[src/mavg_pkg.sv]
package mavg_pkg;

  localparam int SAMPLE_W      = 12;
  localparam int HEIGHT_W      = 11;
  localparam int SPAN_W        = 12;
  localparam int SAMPLE_MAX    = 4095;
  localparam int DEPTH_DEFAULT = 8;

  localparam int PERCENT_SCALE = 100;
  localparam int HEIGHT_LIMIT  = 1000;
  localparam int SPAN_RESET    = 984;

  // 100 * 4095 needs 19 bits
  localparam int PROD_W = 19;

  localparam int PADDR_W = 3;
  localparam int PDATA_W = 32;

  typedef enum logic {
    REG_LANDED_LEVEL = 1'b0,
    REG_SPAN_COUNTS  = 1'b1
  } reg_index_t;

endpackage

[src/mavg_if.sv]
interface mavg_sample_if import mavg_pkg::*; ();
  logic                valid;
  logic                ready;
  logic [SAMPLE_W-1:0] sample;

  modport source (output valid, output sample, input ready);
  modport sink (input valid, input sample, output ready);
endinterface

interface mavg_result_if import mavg_pkg::*; ();
  logic                       valid;
  logic                       ready;
  logic        [SAMPLE_W-1:0] mean_level;
  logic signed [HEIGHT_W-1:0] height;

  modport source (output valid, output mean_level, output height, input ready);
  modport sink (input valid, input mean_level, input height, output ready);
endinterface

[src/adc_moving_average_height.sv]
// Per sample: ring read and sum update, divide for the rounded mean, height
// multiply, divide for the height, output register. The bit-serial divider
// (DIV_W = 19 for every DEPTH up to 64) serves both divides. A new sample is
// taken only when idle, once the last result is in the output register.
// Reset (rst, synchronous): ring reads as all zeros, sum and write slot cleared,
// landed_level 0, span_counts 984, no result pending.
module adc_moving_average_height import mavg_pkg::*; #(
  parameter int DEPTH = DEPTH_DEFAULT
) (
  input  logic                clk,
  input  logic                rst,
  input  logic                psel,
  input  logic                penable,
  input  logic                pwrite,
  input  logic [PADDR_W-1:0]  paddr,
  input  logic [PDATA_W-1:0]  pwdata,
  output logic [PDATA_W-1:0]  prdata,
  output logic                pready,
  mavg_sample_if.sink         samples,
  mavg_result_if.source       results
);

  localparam int AW     = $clog2(DEPTH);
  localparam int SUM_W  = $clog2(DEPTH * SAMPLE_MAX + 1);
  localparam int MNUM_W = $clog2(2 * DEPTH * SAMPLE_MAX + DEPTH + 1);
  localparam int DIV_W  = (MNUM_W > PROD_W) ? MNUM_W : PROD_W;

  typedef enum logic [2:0] {
    S_IDLE,
    S_READ,
    S_MSTART,
    S_MWAIT,
    S_HMUL,
    S_HSTART,
    S_HWAIT,
    S_OUT
  } state_t;

  state_t state;

  logic [SAMPLE_W-1:0] landed_level;
  logic [SPAN_W-1:0]   span_counts;
  logic                cfg_write;
  reg_index_t          cfg_index;

  logic [AW-1:0]       slot;
  logic [SUM_W-1:0]    running_sum;
  logic [SAMPLE_W-1:0] sample_q;
  logic [SAMPLE_W-1:0] old_sample;
  logic [SAMPLE_W-1:0] mean;
  logic                neg;
  logic [PROD_W-1:0]   prod;

  logic                   div_start;
  logic [DIV_W-1:0]       div_numer;
  logic [SPAN_W-1:0]      div_denom;
  logic [DIV_W-1:0]       div_quot;
  logic                   div_busy;
  logic                   div_done;

  logic signed [SAMPLE_W:0] diff;
  logic [SAMPLE_W-1:0]      diff_mag;
  logic [HEIGHT_W-2:0]      h_mag;
  logic [HEIGHT_W-1:0]      h_val;

  // configuration
  assign pready    = 1'b1;
  assign cfg_write = psel && penable && pwrite && pready;
  assign cfg_index = reg_index_t'(paddr[2]);

  always_ff @(posedge clk) begin
    if (rst) begin
      landed_level <= '0;
      span_counts  <= SPAN_W'(SPAN_RESET);
    end else if (cfg_write) begin
      case (cfg_index)
        REG_LANDED_LEVEL: landed_level <= pwdata[SAMPLE_W-1:0];
        REG_SPAN_COUNTS:  span_counts  <= pwdata[SPAN_W-1:0];
        default: ;
      endcase
    end
  end

  always_comb begin
    case (cfg_index)
      REG_LANDED_LEVEL: prdata = PDATA_W'(landed_level);
      REG_SPAN_COUNTS:  prdata = PDATA_W'(span_counts);
      default:          prdata = '0;
    endcase
  end

  mavg_ring #(.DEPTH(DEPTH)) u_ring (
    .clk     (clk),
    .rst     (rst),
    .slot    (slot),
    .wr_en   (state == S_READ),
    .wr_data (sample_q),
    .rd_data (old_sample)
  );

  // the divider serves the mean first, then the height
  assign div_start = (state == S_MSTART) || (state == S_HSTART);
  assign div_numer = (state == S_MSTART) ?
                     DIV_W'({running_sum, 1'b0}) + DIV_W'(DEPTH) : DIV_W'(prod);
  assign div_denom = (state == S_MSTART) ? SPAN_W'(2 * DEPTH) :
                     ((span_counts == '0) ? SPAN_W'(1) : span_counts);

  mavg_div #(.NW(DIV_W), .DW(SPAN_W)) u_div (
    .clk      (clk),
    .rst      (rst),
    .start    (div_start),
    .numer    (div_numer),
    .denom    (div_denom),
    .quotient (div_quot),
    .busy     (div_busy),
    .done     (div_done)
  );

  assign diff     = $signed({1'b0, landed_level}) - $signed({1'b0, mean});
  assign diff_mag = diff[SAMPLE_W] ? SAMPLE_W'(-diff) : diff[SAMPLE_W-1:0];

  // clamp the magnitude, then restore the sign
  assign h_mag = (div_quot > DIV_W'(HEIGHT_LIMIT)) ? (HEIGHT_W-1)'(HEIGHT_LIMIT)
                                                   : div_quot[HEIGHT_W-2:0];
  assign h_val = neg ? -{1'b0, h_mag} : {1'b0, h_mag};

  assign samples.ready = (state == S_IDLE);

  always_ff @(posedge clk) begin
    if (rst) begin
      state         <= S_IDLE;
      slot          <= '0;
      running_sum   <= '0;
      results.valid <= 1'b0;
    end else begin
      // load the output register only once the previous beat has gone
      if (state == S_OUT && (!results.valid || results.ready)) begin
        results.mean_level <= mean;
        results.height     <= $signed(h_val);
        results.valid      <= 1'b1;
      end else if (results.valid && results.ready) begin
        results.valid <= 1'b0;
      end
      case (state)
        S_IDLE: begin
          if (samples.valid) begin
            sample_q <= samples.sample;
            state    <= S_READ;
          end
        end
        S_READ: begin
          running_sum <= running_sum - SUM_W'(old_sample) + SUM_W'(sample_q);
          slot        <= (slot == AW'(DEPTH - 1)) ? '0 : slot + 1'b1;
          state       <= S_MSTART;
        end
        S_MSTART: state <= S_MWAIT;
        S_MWAIT: begin
          if (div_done) begin
            mean  <= div_quot[SAMPLE_W-1:0];
            state <= S_HMUL;
          end
        end
        S_HMUL: begin
          neg   <= diff[SAMPLE_W];
          prod  <= PROD_W'(diff_mag) * PROD_W'(PERCENT_SCALE);
          state <= S_HSTART;
        end
        S_HSTART: state <= S_HWAIT;
        S_HWAIT: begin
          if (div_done) begin
            state <= S_OUT;
          end
        end
        S_OUT: begin
          // hold until the output register is free
          if (!results.valid || results.ready) begin
            state <= S_IDLE;
          end
        end
        default: state <= S_IDLE;
      endcase
    end
  end

  a_slot_range: assert property (@(posedge clk) disable iff (rst)
    slot <= AW'(DEPTH - 1))
    else $error("write slot beyond ring depth");

  a_sum_range: assert property (@(posedge clk) disable iff (rst)
    running_sum <= SUM_W'(DEPTH * SAMPLE_MAX))
    else $error("running sum exceeds ring capacity");

  a_div_owner: assert property (@(posedge clk) disable iff (rst)
    div_busy |-> (state == S_MWAIT || state == S_HWAIT))
    else $error("divider busy outside a wait state");

  a_height_range: assert property (@(posedge clk) disable iff (rst)
    $rose(results.valid) |->
      (results.height <= HEIGHT_W'(HEIGHT_LIMIT) &&
       results.height >= -HEIGHT_W'(HEIGHT_LIMIT)))
    else $error("height beyond saturation limit");

endmodule

[src/mavg_ring.sv]
module mavg_ring import mavg_pkg::*; #(
  parameter int DEPTH = DEPTH_DEFAULT,
  localparam int AW = $clog2(DEPTH)
) (
  input  logic                clk,
  input  logic                rst,
  input  logic [AW-1:0]       slot,
  input  logic                wr_en,
  input  logic [SAMPLE_W-1:0] wr_data,
  output logic [SAMPLE_W-1:0] rd_data
);

  logic [SAMPLE_W-1:0] mem [DEPTH];
  logic [DEPTH-1:0]    written;
  logic [SAMPLE_W-1:0] rd_q;
  logic                rd_written;

  always_ff @(posedge clk) begin
    if (wr_en) begin
      mem[slot] <= wr_data;
    end
    rd_q <= mem[slot];
  end

  always_ff @(posedge clk) begin
    if (rst) begin
      written    <= '0;
      rd_written <= 1'b0;
    end else begin
      rd_written <= written[slot];
      if (wr_en) begin
        written[slot] <= 1'b1;
      end
    end
  end

  // an entry never written reads as zero
  assign rd_data = rd_written ? rd_q : '0;

endmodule

[src/mavg_div.sv]
module mavg_div import mavg_pkg::*; #(
  parameter int NW = PROD_W,
  parameter int DW = SPAN_W
) (
  input  logic          clk,
  input  logic          rst,
  input  logic          start,
  input  logic [NW-1:0] numer,
  input  logic [DW-1:0] denom,
  output logic [NW-1:0] quotient,
  output logic          busy,
  output logic          done
);

  localparam int CW = $clog2(NW + 1);

  logic [NW-1:0] work;
  logic [DW-1:0] rem;
  logic [DW-1:0] den;
  logic [CW-1:0] count;
  logic [DW:0]   rem_sh;
  logic [DW:0]   trial;

  // shift one numerator bit into the remainder and try the subtract
  assign rem_sh = {rem, work[NW-1]};
  assign trial  = rem_sh - {1'b0, den};

  always_ff @(posedge clk) begin
    if (rst) begin
      busy  <= 1'b0;
      done  <= 1'b0;
      count <= '0;
    end else begin
      done <= 1'b0;
      if (start) begin
        work  <= numer;
        den   <= denom;
        rem   <= '0;
        count <= CW'(NW);
        busy  <= 1'b1;
      end else if (busy) begin
        work  <= {work[NW-2:0], ~trial[DW]};
        rem   <= trial[DW] ? rem_sh[DW-1:0] : trial[DW-1:0];
        count <= count - 1'b1;
        if (count == CW'(1)) begin
          busy <= 1'b0;
          done <= 1'b1;
        end
      end
    end
  end

  assign quotient = work;

endmodule
[src/flat_wrapper.sv]
// flat-port wrapper written by rule: the top's interface ports become plain ports
module adc_moving_average_height_flat import mavg_pkg::*;
#(
  parameter int DEPTH = DEPTH_DEFAULT
)
  (clk, rst, psel, penable, pwrite, paddr, pwdata, prdata, pready, samples_valid, samples_sample, samples_ready, results_valid, results_mean_level, results_height, results_ready);
  mavg_sample_if samples_i ();
  mavg_result_if results_i ();
  input  logic clk;
  input  logic rst;
  input  logic psel;
  input  logic penable;
  input  logic pwrite;
  input  logic [PADDR_W-1:0] paddr;
  input  logic [PDATA_W-1:0] pwdata;
  output logic [PDATA_W-1:0] prdata;
  output logic pready;
  input wire logic [$bits(samples_i.valid)-1:0] samples_valid;
  input wire logic [$bits(samples_i.sample)-1:0] samples_sample;
  output wire logic [$bits(samples_i.ready)-1:0] samples_ready;
  output wire logic [$bits(results_i.valid)-1:0] results_valid;
  output wire logic [$bits(results_i.mean_level)-1:0] results_mean_level;
  output wire logic [$bits(results_i.height)-1:0] results_height;
  input wire logic [$bits(results_i.ready)-1:0] results_ready;
  assign samples_i.valid = samples_valid;
  assign samples_i.sample = samples_sample;
  assign samples_ready = samples_i.ready;
  assign results_valid = results_i.valid;
  assign results_mean_level = results_i.mean_level;
  assign results_height = results_i.height;
  assign results_i.ready = results_ready;
  adc_moving_average_height #(.DEPTH(DEPTH)) u_core (.clk(clk), .rst(rst), .psel(psel), .penable(penable), .pwrite(pwrite), .paddr(paddr), .pwdata(pwdata), .prdata(prdata), .pready(pready), .samples(samples_i), .results(results_i));
endmodule
[config.mk]
export PLATFORM = sky130hd
export DESIGN_NAME = adc_moving_average_height_flat
export DESIGN_NICKNAME = d
export VERILOG_FILES = /design/src/mavg_pkg.sv /design/src/mavg_if.sv /design/src/adc_moving_average_height.sv /design/src/mavg_ring.sv /design/src/mavg_div.sv /design/src/flat_wrapper.sv
export SDC_FILE = /design/constraint.sdc
export NUM_CORES = 1
export LEC_CHECK = 0
export BUFFER_PORTS_ARGS = -buffer_cell sky130_fd_sc_hd__buf_4
export CORE_UTILIZATION = 60
export CTS_CLUSTER_DIAMETER = 150
export DETAILED_ROUTE_END_ITERATION = 16
export PLACE_DENSITY = 0.8
export SYNTH_ARGS = -nofsm -noshare
export SYNTH_HDL_FRONTEND = slang
export SYNTH_HIERARCHICAL = 1
export SYNTH_SLANG_ARGS = --single-unit
[constraint.sdc]
create_clock -name clk -period 7.5 [get_ports clk]
set_input_delay 1.5 -clock clk [delete_from_list [all_inputs] [get_ports clk]]
set_output_delay 1.5 -clock clk [all_outputs]
set_load 0.02 [all_outputs]
* Word level (Yosys, flattened, before mapping)
Memories as Yosys holds them, arrays and structs flattened. A register that Yosys moved wholly into a read port is not among the register bits.
Index checks and enable logic that the tools add are counted.
** Operators by class
- $add $sub $neg :: 9
- Multiply operators :: 1
- $lt $le $gt $ge :: 3
- Equality and inequality tests :: 13
- Mux-type cells :: 31
- Bitwise operators :: 5
- Reduce and logical (&&, ||, !) cells :: 24
** Operator list (count)
- 32-bit case mux with 2 select lines :: 1
- 19-bit 2-to-1 mux :: 3
- 12-bit 2-to-1 mux :: 4
- 3-bit case mux with 8 select lines :: 1
- 10-bit 2-to-1 mux :: 2
- 19-bit by 10-bit greater-than comparator with 1-bit output, second input constant :: 1
- 16-bit by 4-bit adder with 17-bit output, second input constant :: 1
- 12-bit by 5-bit multiplier with 17-bit output, second input constant :: 1
- 15-bit by 12-bit adder with 15-bit output :: 1
- 3-bit equality test, second input constant :: 5
- 3-bit 2-to-1 mux :: 5
- 5-bit 2-to-1 mux :: 3
- 15-bit by 12-bit subtractor with 15-bit output :: 1
- 12-bit by 12-bit subtractor with 13-bit output :: 1
- 13-bit by 12-bit subtractor with 13-bit output :: 1
- 12-bit zero test :: 1
- 12-bit negator :: 1
- 2-bit AND reduction :: 6
- 10-bit negator with 11-bit output :: 1
- 1-bit 2-to-1 mux :: 10
- 2-bit != test, second input constant :: 4
- 8-bit OR :: 1
- 3-bit by 2-bit equality test with 1-bit output, second input constant :: 2
- 3-bit AND reduction :: 2
- other kinds (17) :: 27
** Storage, ports and cells
- Flip-flop bits (word level) :: 170
- Bits in writable memories :: 96
- Logic and storage cells :: 110
- Memories :: 1
** Memories
- u_core.u_ring.mem :: depth 8, bits a word 12, rd ports 1, clocked after memory_dff 1, wr ports 1, RTL line mavg_ring.sv:13 : logic [SAMPLE_W-1:0] mem [DEPTH];

* Depth between registers and ports, before layout
- Depth in word-level cells :: 5
- Depth in mapped cells :: 25

* By module
Netlist, hierarchy kept.
** By module, submodules not included
- adc_moving_average_height :: times used 1, cells each 846, area each 7805.0 um^2, seq. area each 2872.8 um^2
- mavg_ring :: times used 1, cells each 239, area each 4410.5 um^2, seq. area each 3303.2 um^2
- mavg_div :: times used 1, cells each 238, area each 2748.9 um^2, seq. area each 1431.4 um^2

* Worst setup path before layout
OpenSTA, ideal clock, no wires.
- Path kind :: register to register
- From :: reg u_core.mean[4]
- To :: reg u_core.prod[18] (data pin)
- Data arrival time :: 5.040 ns
- Data required time :: 7.234 ns
- Setup slack :: 2.194 ns
- Cell stages (with the launch flop) :: 26
- Clock period less this slack :: 5.306 ns
- Cells stage by stage :: edfxtp_1 inv_1 ha_1 buf_6 a21o_1 nor4_2 a22oi_2 a221o_1 a21o_1 a21o_1 inv_2 nand2_1 xnor2_1 ha_1 ha_1 fa_1 ha_1 a21o_1 a21oi_1 nor2b_1 o21a_1 nor3_1 o31ai_1 nor4_1 nor3_1 xor2_1
** RTL lines
- from (decl) :: RTL line adc_moving_average_height.sv:50 : logic [SAMPLE_W-1:0] mean;
- from (signal assigned) :: RTL line adc_moving_average_height.sv:159 : mean <= div_quot[SAMPLE_W-1:0];
- 12-bit by 12-bit subtractor with 13-bit output :: RTL line adc_moving_average_height.sv:119 : assign diff = $signed({1'b0, landed_level}) - $signed({1'b0, mean});
- net u_core.diff[12] :: RTL line adc_moving_average_height.sv:61 : logic signed [SAMPLE_W:0] diff;
- 12-bit 2-to-1 mux :: RTL line adc_moving_average_height.sv:120 : assign diff_mag = diff[SAMPLE_W] ? SAMPLE_W'(-diff) : diff[SAMPLE_W-1:0];
- 12-bit by 5-bit multiplier with 17-bit output :: RTL line adc_moving_average_height.sv:165 : prod <= PROD_W'(diff_mag) * PROD_W'(PERCENT_SCALE);
- to (signal assigned) :: RTL line adc_moving_average_height.sv:165
- to (decl) :: RTL line adc_moving_average_height.sv:52 : logic [PROD_W-1:0] prod;
The timed path passes the listed nets, and every way through them passes these cells.
A chain may end at the register's enable or synchronous reset.

* Worst setup path after layout
- From :: reg u_core.landed_level[0]
- To :: reg u_core.prod[18] (data pin)
** RTL lines
- from (decl) :: RTL line adc_moving_average_height.sv:41 : logic [SAMPLE_W-1:0] landed_level;
- from (signal assigned) :: RTL line adc_moving_average_height.sv:77 : REG_LANDED_LEVEL: landed_level <= pwdata[SAMPLE_W-1:0];
- 12-bit by 12-bit subtractor with 13-bit output :: RTL line adc_moving_average_height.sv:119
- net u_core.diff[12] :: RTL line adc_moving_average_height.sv:61
- 12-bit 2-to-1 mux :: RTL line adc_moving_average_height.sv:120
- 12-bit by 5-bit multiplier with 17-bit output :: RTL line adc_moving_average_height.sv:165
The timed path passes the listed nets, and every way through them passes these cells.

==> qor.txt <==
Die Wd -> 160 um
Share of the synthesized area in the top cell type -> 40.9%
Vias -> 10.0k
Share of post-route cells with drive strength above 1 -> 15.3%
Finished Layout Cells -> 1,735
Most used DFF post-synth -> edfxtp_1
Starting Density -> 61.4%
Status -> finished, final reports clean
Most frequent cell after synthesis -> edfxtp_1
Fin crit period -> 6.07 ns
Layout overhead on the synthesized area -> 11.5%
RSZ-0062 raised after global routing -> no
Pins Over Slew Limit -> 0
# nets final -> 1,548
M1 GR Usage -> 33.5%
Cells after synthesis -> 1,323
Post-synthesis async set-or-reset flop share -> 0%
Area of the mapped netlist -> 15,000 um^2
First-pass detailed-route iteration total -> 5
Final hold viol count -> 0
Clock slew at reported path FFs -> 0.06 ns
Netlist cell types -> 89
Number of vias per cell -> 5.77
Initial antenna violation count -> 0
Max Cap Viol -> 0
# clock sinks -> 278
Antenna viol nets, final -> 0
Maximum clock insertion buffer count -> 3
Slew HR -> 29.1%
Gpl congestion -> 0.870
HP Class -> register to register
Worst-skew pair later-pin latency -> 0.55 ns
Worst Max-Slew Pin Slew -> 1.06 ns
Largest net degree at the start of global routing -> 71
WL per Instance -> 18.1 um
Avg Cell Area, Syn -> 11.3 um^2
Final setup viols -> 0
Core Area -> 24,400 um^2
Final Skew -> 0.0236 ns
Final WL -> 31,400 um
Drt initial violations -> 740
Top cells by area, synth -> edfxtp_1, dfxtp_1, ha_1
DRC -> 0
Post-synthesis register bit count -> 278
Peak supply drop -> 0.000194 V
FMAX -> 165 MHz
CTS H-tree depth -> 1
Row count -> 57
Fillers -> 1,717
Ports -> 112
GRT met3 Usage -> 3.32%
CTS Hold Bufs -> 0
Met2 Usage GRT -> 41.1%
TritonCTS clock tree -> done
Startpoint Class -> register
CP Class -> register to register
Die H -> 160 um
Worst Setup End Kind -> register
Crit Path Max Fanout -> 11
Synthesis Warnings -> 6
Detailed placer's ending HPWL -> 22,100 um
Post_cts resized -> 0
Synth top cells by count -> edfxtp_1, nand2_1, inv_1, nor2_1, ha_1
I/O Buffers -> 68
Vias in the first global route -> 9,672
Worst path required time -> 7.77 ns
Final hold slack -> 0.446 ns
Post-CTS Setup Bufs -> 0
Top cell type by total area after synthesis -> edfxtp_1
Post-synth EDFFs -> 204
Power Total -> 3.99 mW
Global-route wire length before repair -> 50,000 um
GR Util All Layers -> 24.6%
Die footprint -> 25,600 um^2
Crit share post-route -> 80.9%
Post-layout util -> 68.4%
Lkg Pwr -> 6.55 nW
PD cells -> 239 nW/um^2
Arr. time, crit path -> 6.34 ns
TritonCTS buffer count -> 29
Cell count after placement -> 1,680
Gr ovfl total -> 0
Most used routing layer in global routing -> met2
CTS root buffer -> clkbuf_16
Setup TNS -> 0 ns
Seq/Total Area, Yosys -> 50.8%
cells in the final DEF (no fill, tap or decap), drive strengths merged, types with 28 or more instances in the layout:
cell type and count:
nor3 35, ha 86, nor2 92, inv 118
nand2 124, buf 84, xnor2 51, edfxtp 204
clkbuf 42, dfxtp 74, mux2 44, o21ai 28
a21oi 85
state kept, by name (all words and copies together), names as in the netlist, 15 cells and up:
| signal | cells |
|---|---|
| u_core/u_ring/mem | 96 |
| u_core/prod | 17 |
| u_core/u_div/quotient | 19 |
| u_core/running_sum | 15 |
worst paths after layout:
check,from,endpoint,slack (ns),cells past startpoint
hold reg to reg,u_core/mean[4],u_core/results.mean_level[4],0.45,0
hold / removal,u_core/mean[4],u_core/results.mean_level[4],0.45,0
setup reg to reg,u_core/landed_level[0],u_core/prod[18],1.43,25
setup / recovery,u_core/landed_level[0],u_core/prod[18],1.43,25
routing by layer:
metal / wire, um / share of wire (%)
met5: 0 / 0
met2: 14900 / 47
met1: 13600 / 43
met4: 898 / 2.9
met3: 1980 / 6.3
critical path, stage by stage (launching register included):
cell and delay (ns):
dfxtp_1 0.33, inv_1 0.08, ha_1 0.24, fa_1 0.42, nor2b_1 0.23, o21bai_1 0.11, a22oi_2 0.22, a221o_1 0.27
a21o_1 0.13, a21o_1 0.32, inv_2 0.15, nand2_1 0.11, xnor2_1 0.21, ha_1 0.31, ha_1 0.32, fa_1 0.48
ha_1 0.35, a21o_1 0.17, a21oi_1 0.23, nor2b_1 0.10, o21a_1 0.19, nor3_1 0.22, o31ai_1 0.14, nor4_1 0.19
nor3_1 0.11, xor2_1 0.16
report_power, final:
group,internal (mW),switching (mW)
sequential,1.73,0.0567
clock,0.892,0.573
combinational,0.321,0.416
total,2.94,1.05
final cells by class:
type | count | area, um^2 | share of cell area (%)
tap | 324 | 405 | 2.43
antenna | 1 | 2.50 | 0.0150
clock buffer | 42 | 815 | 4.88
sequential | 278 | 7610 | 45.6
timing repair buffer | 84 | 631 | 3.78
multi-input combinational | 876 | 6600 | 39.6
inverter | 118 | 443 | 2.66
clock inverter | 12 | 175 | 1.05
per-stage QoR:
step                setup WS, ns  instance area [um^2]
global route                1.01                 16700
finish                      1.43                 16700
floorplan                   2.19                 15000
CTS                         1.45                 16700
detailed placement          1.53                 15700
global placement            1.60                 15700
logic make-up (layout without fill, tap and decap cells):
group           count (synthesis)  after routing  share of synthesized area (%)
xor+xnor                       73             73                           4.40
simple gates                  391            391                           12.8
compound gates                199            199                           8.63
other cells                     2             23                         0.0502
fa+ha+maj                     107            107                           10.0
flops                         278            278                           50.8
mux                            84             84                           7.53
buf+inv                       189            256                           5.79
Power figures use the tool's default switching activity.
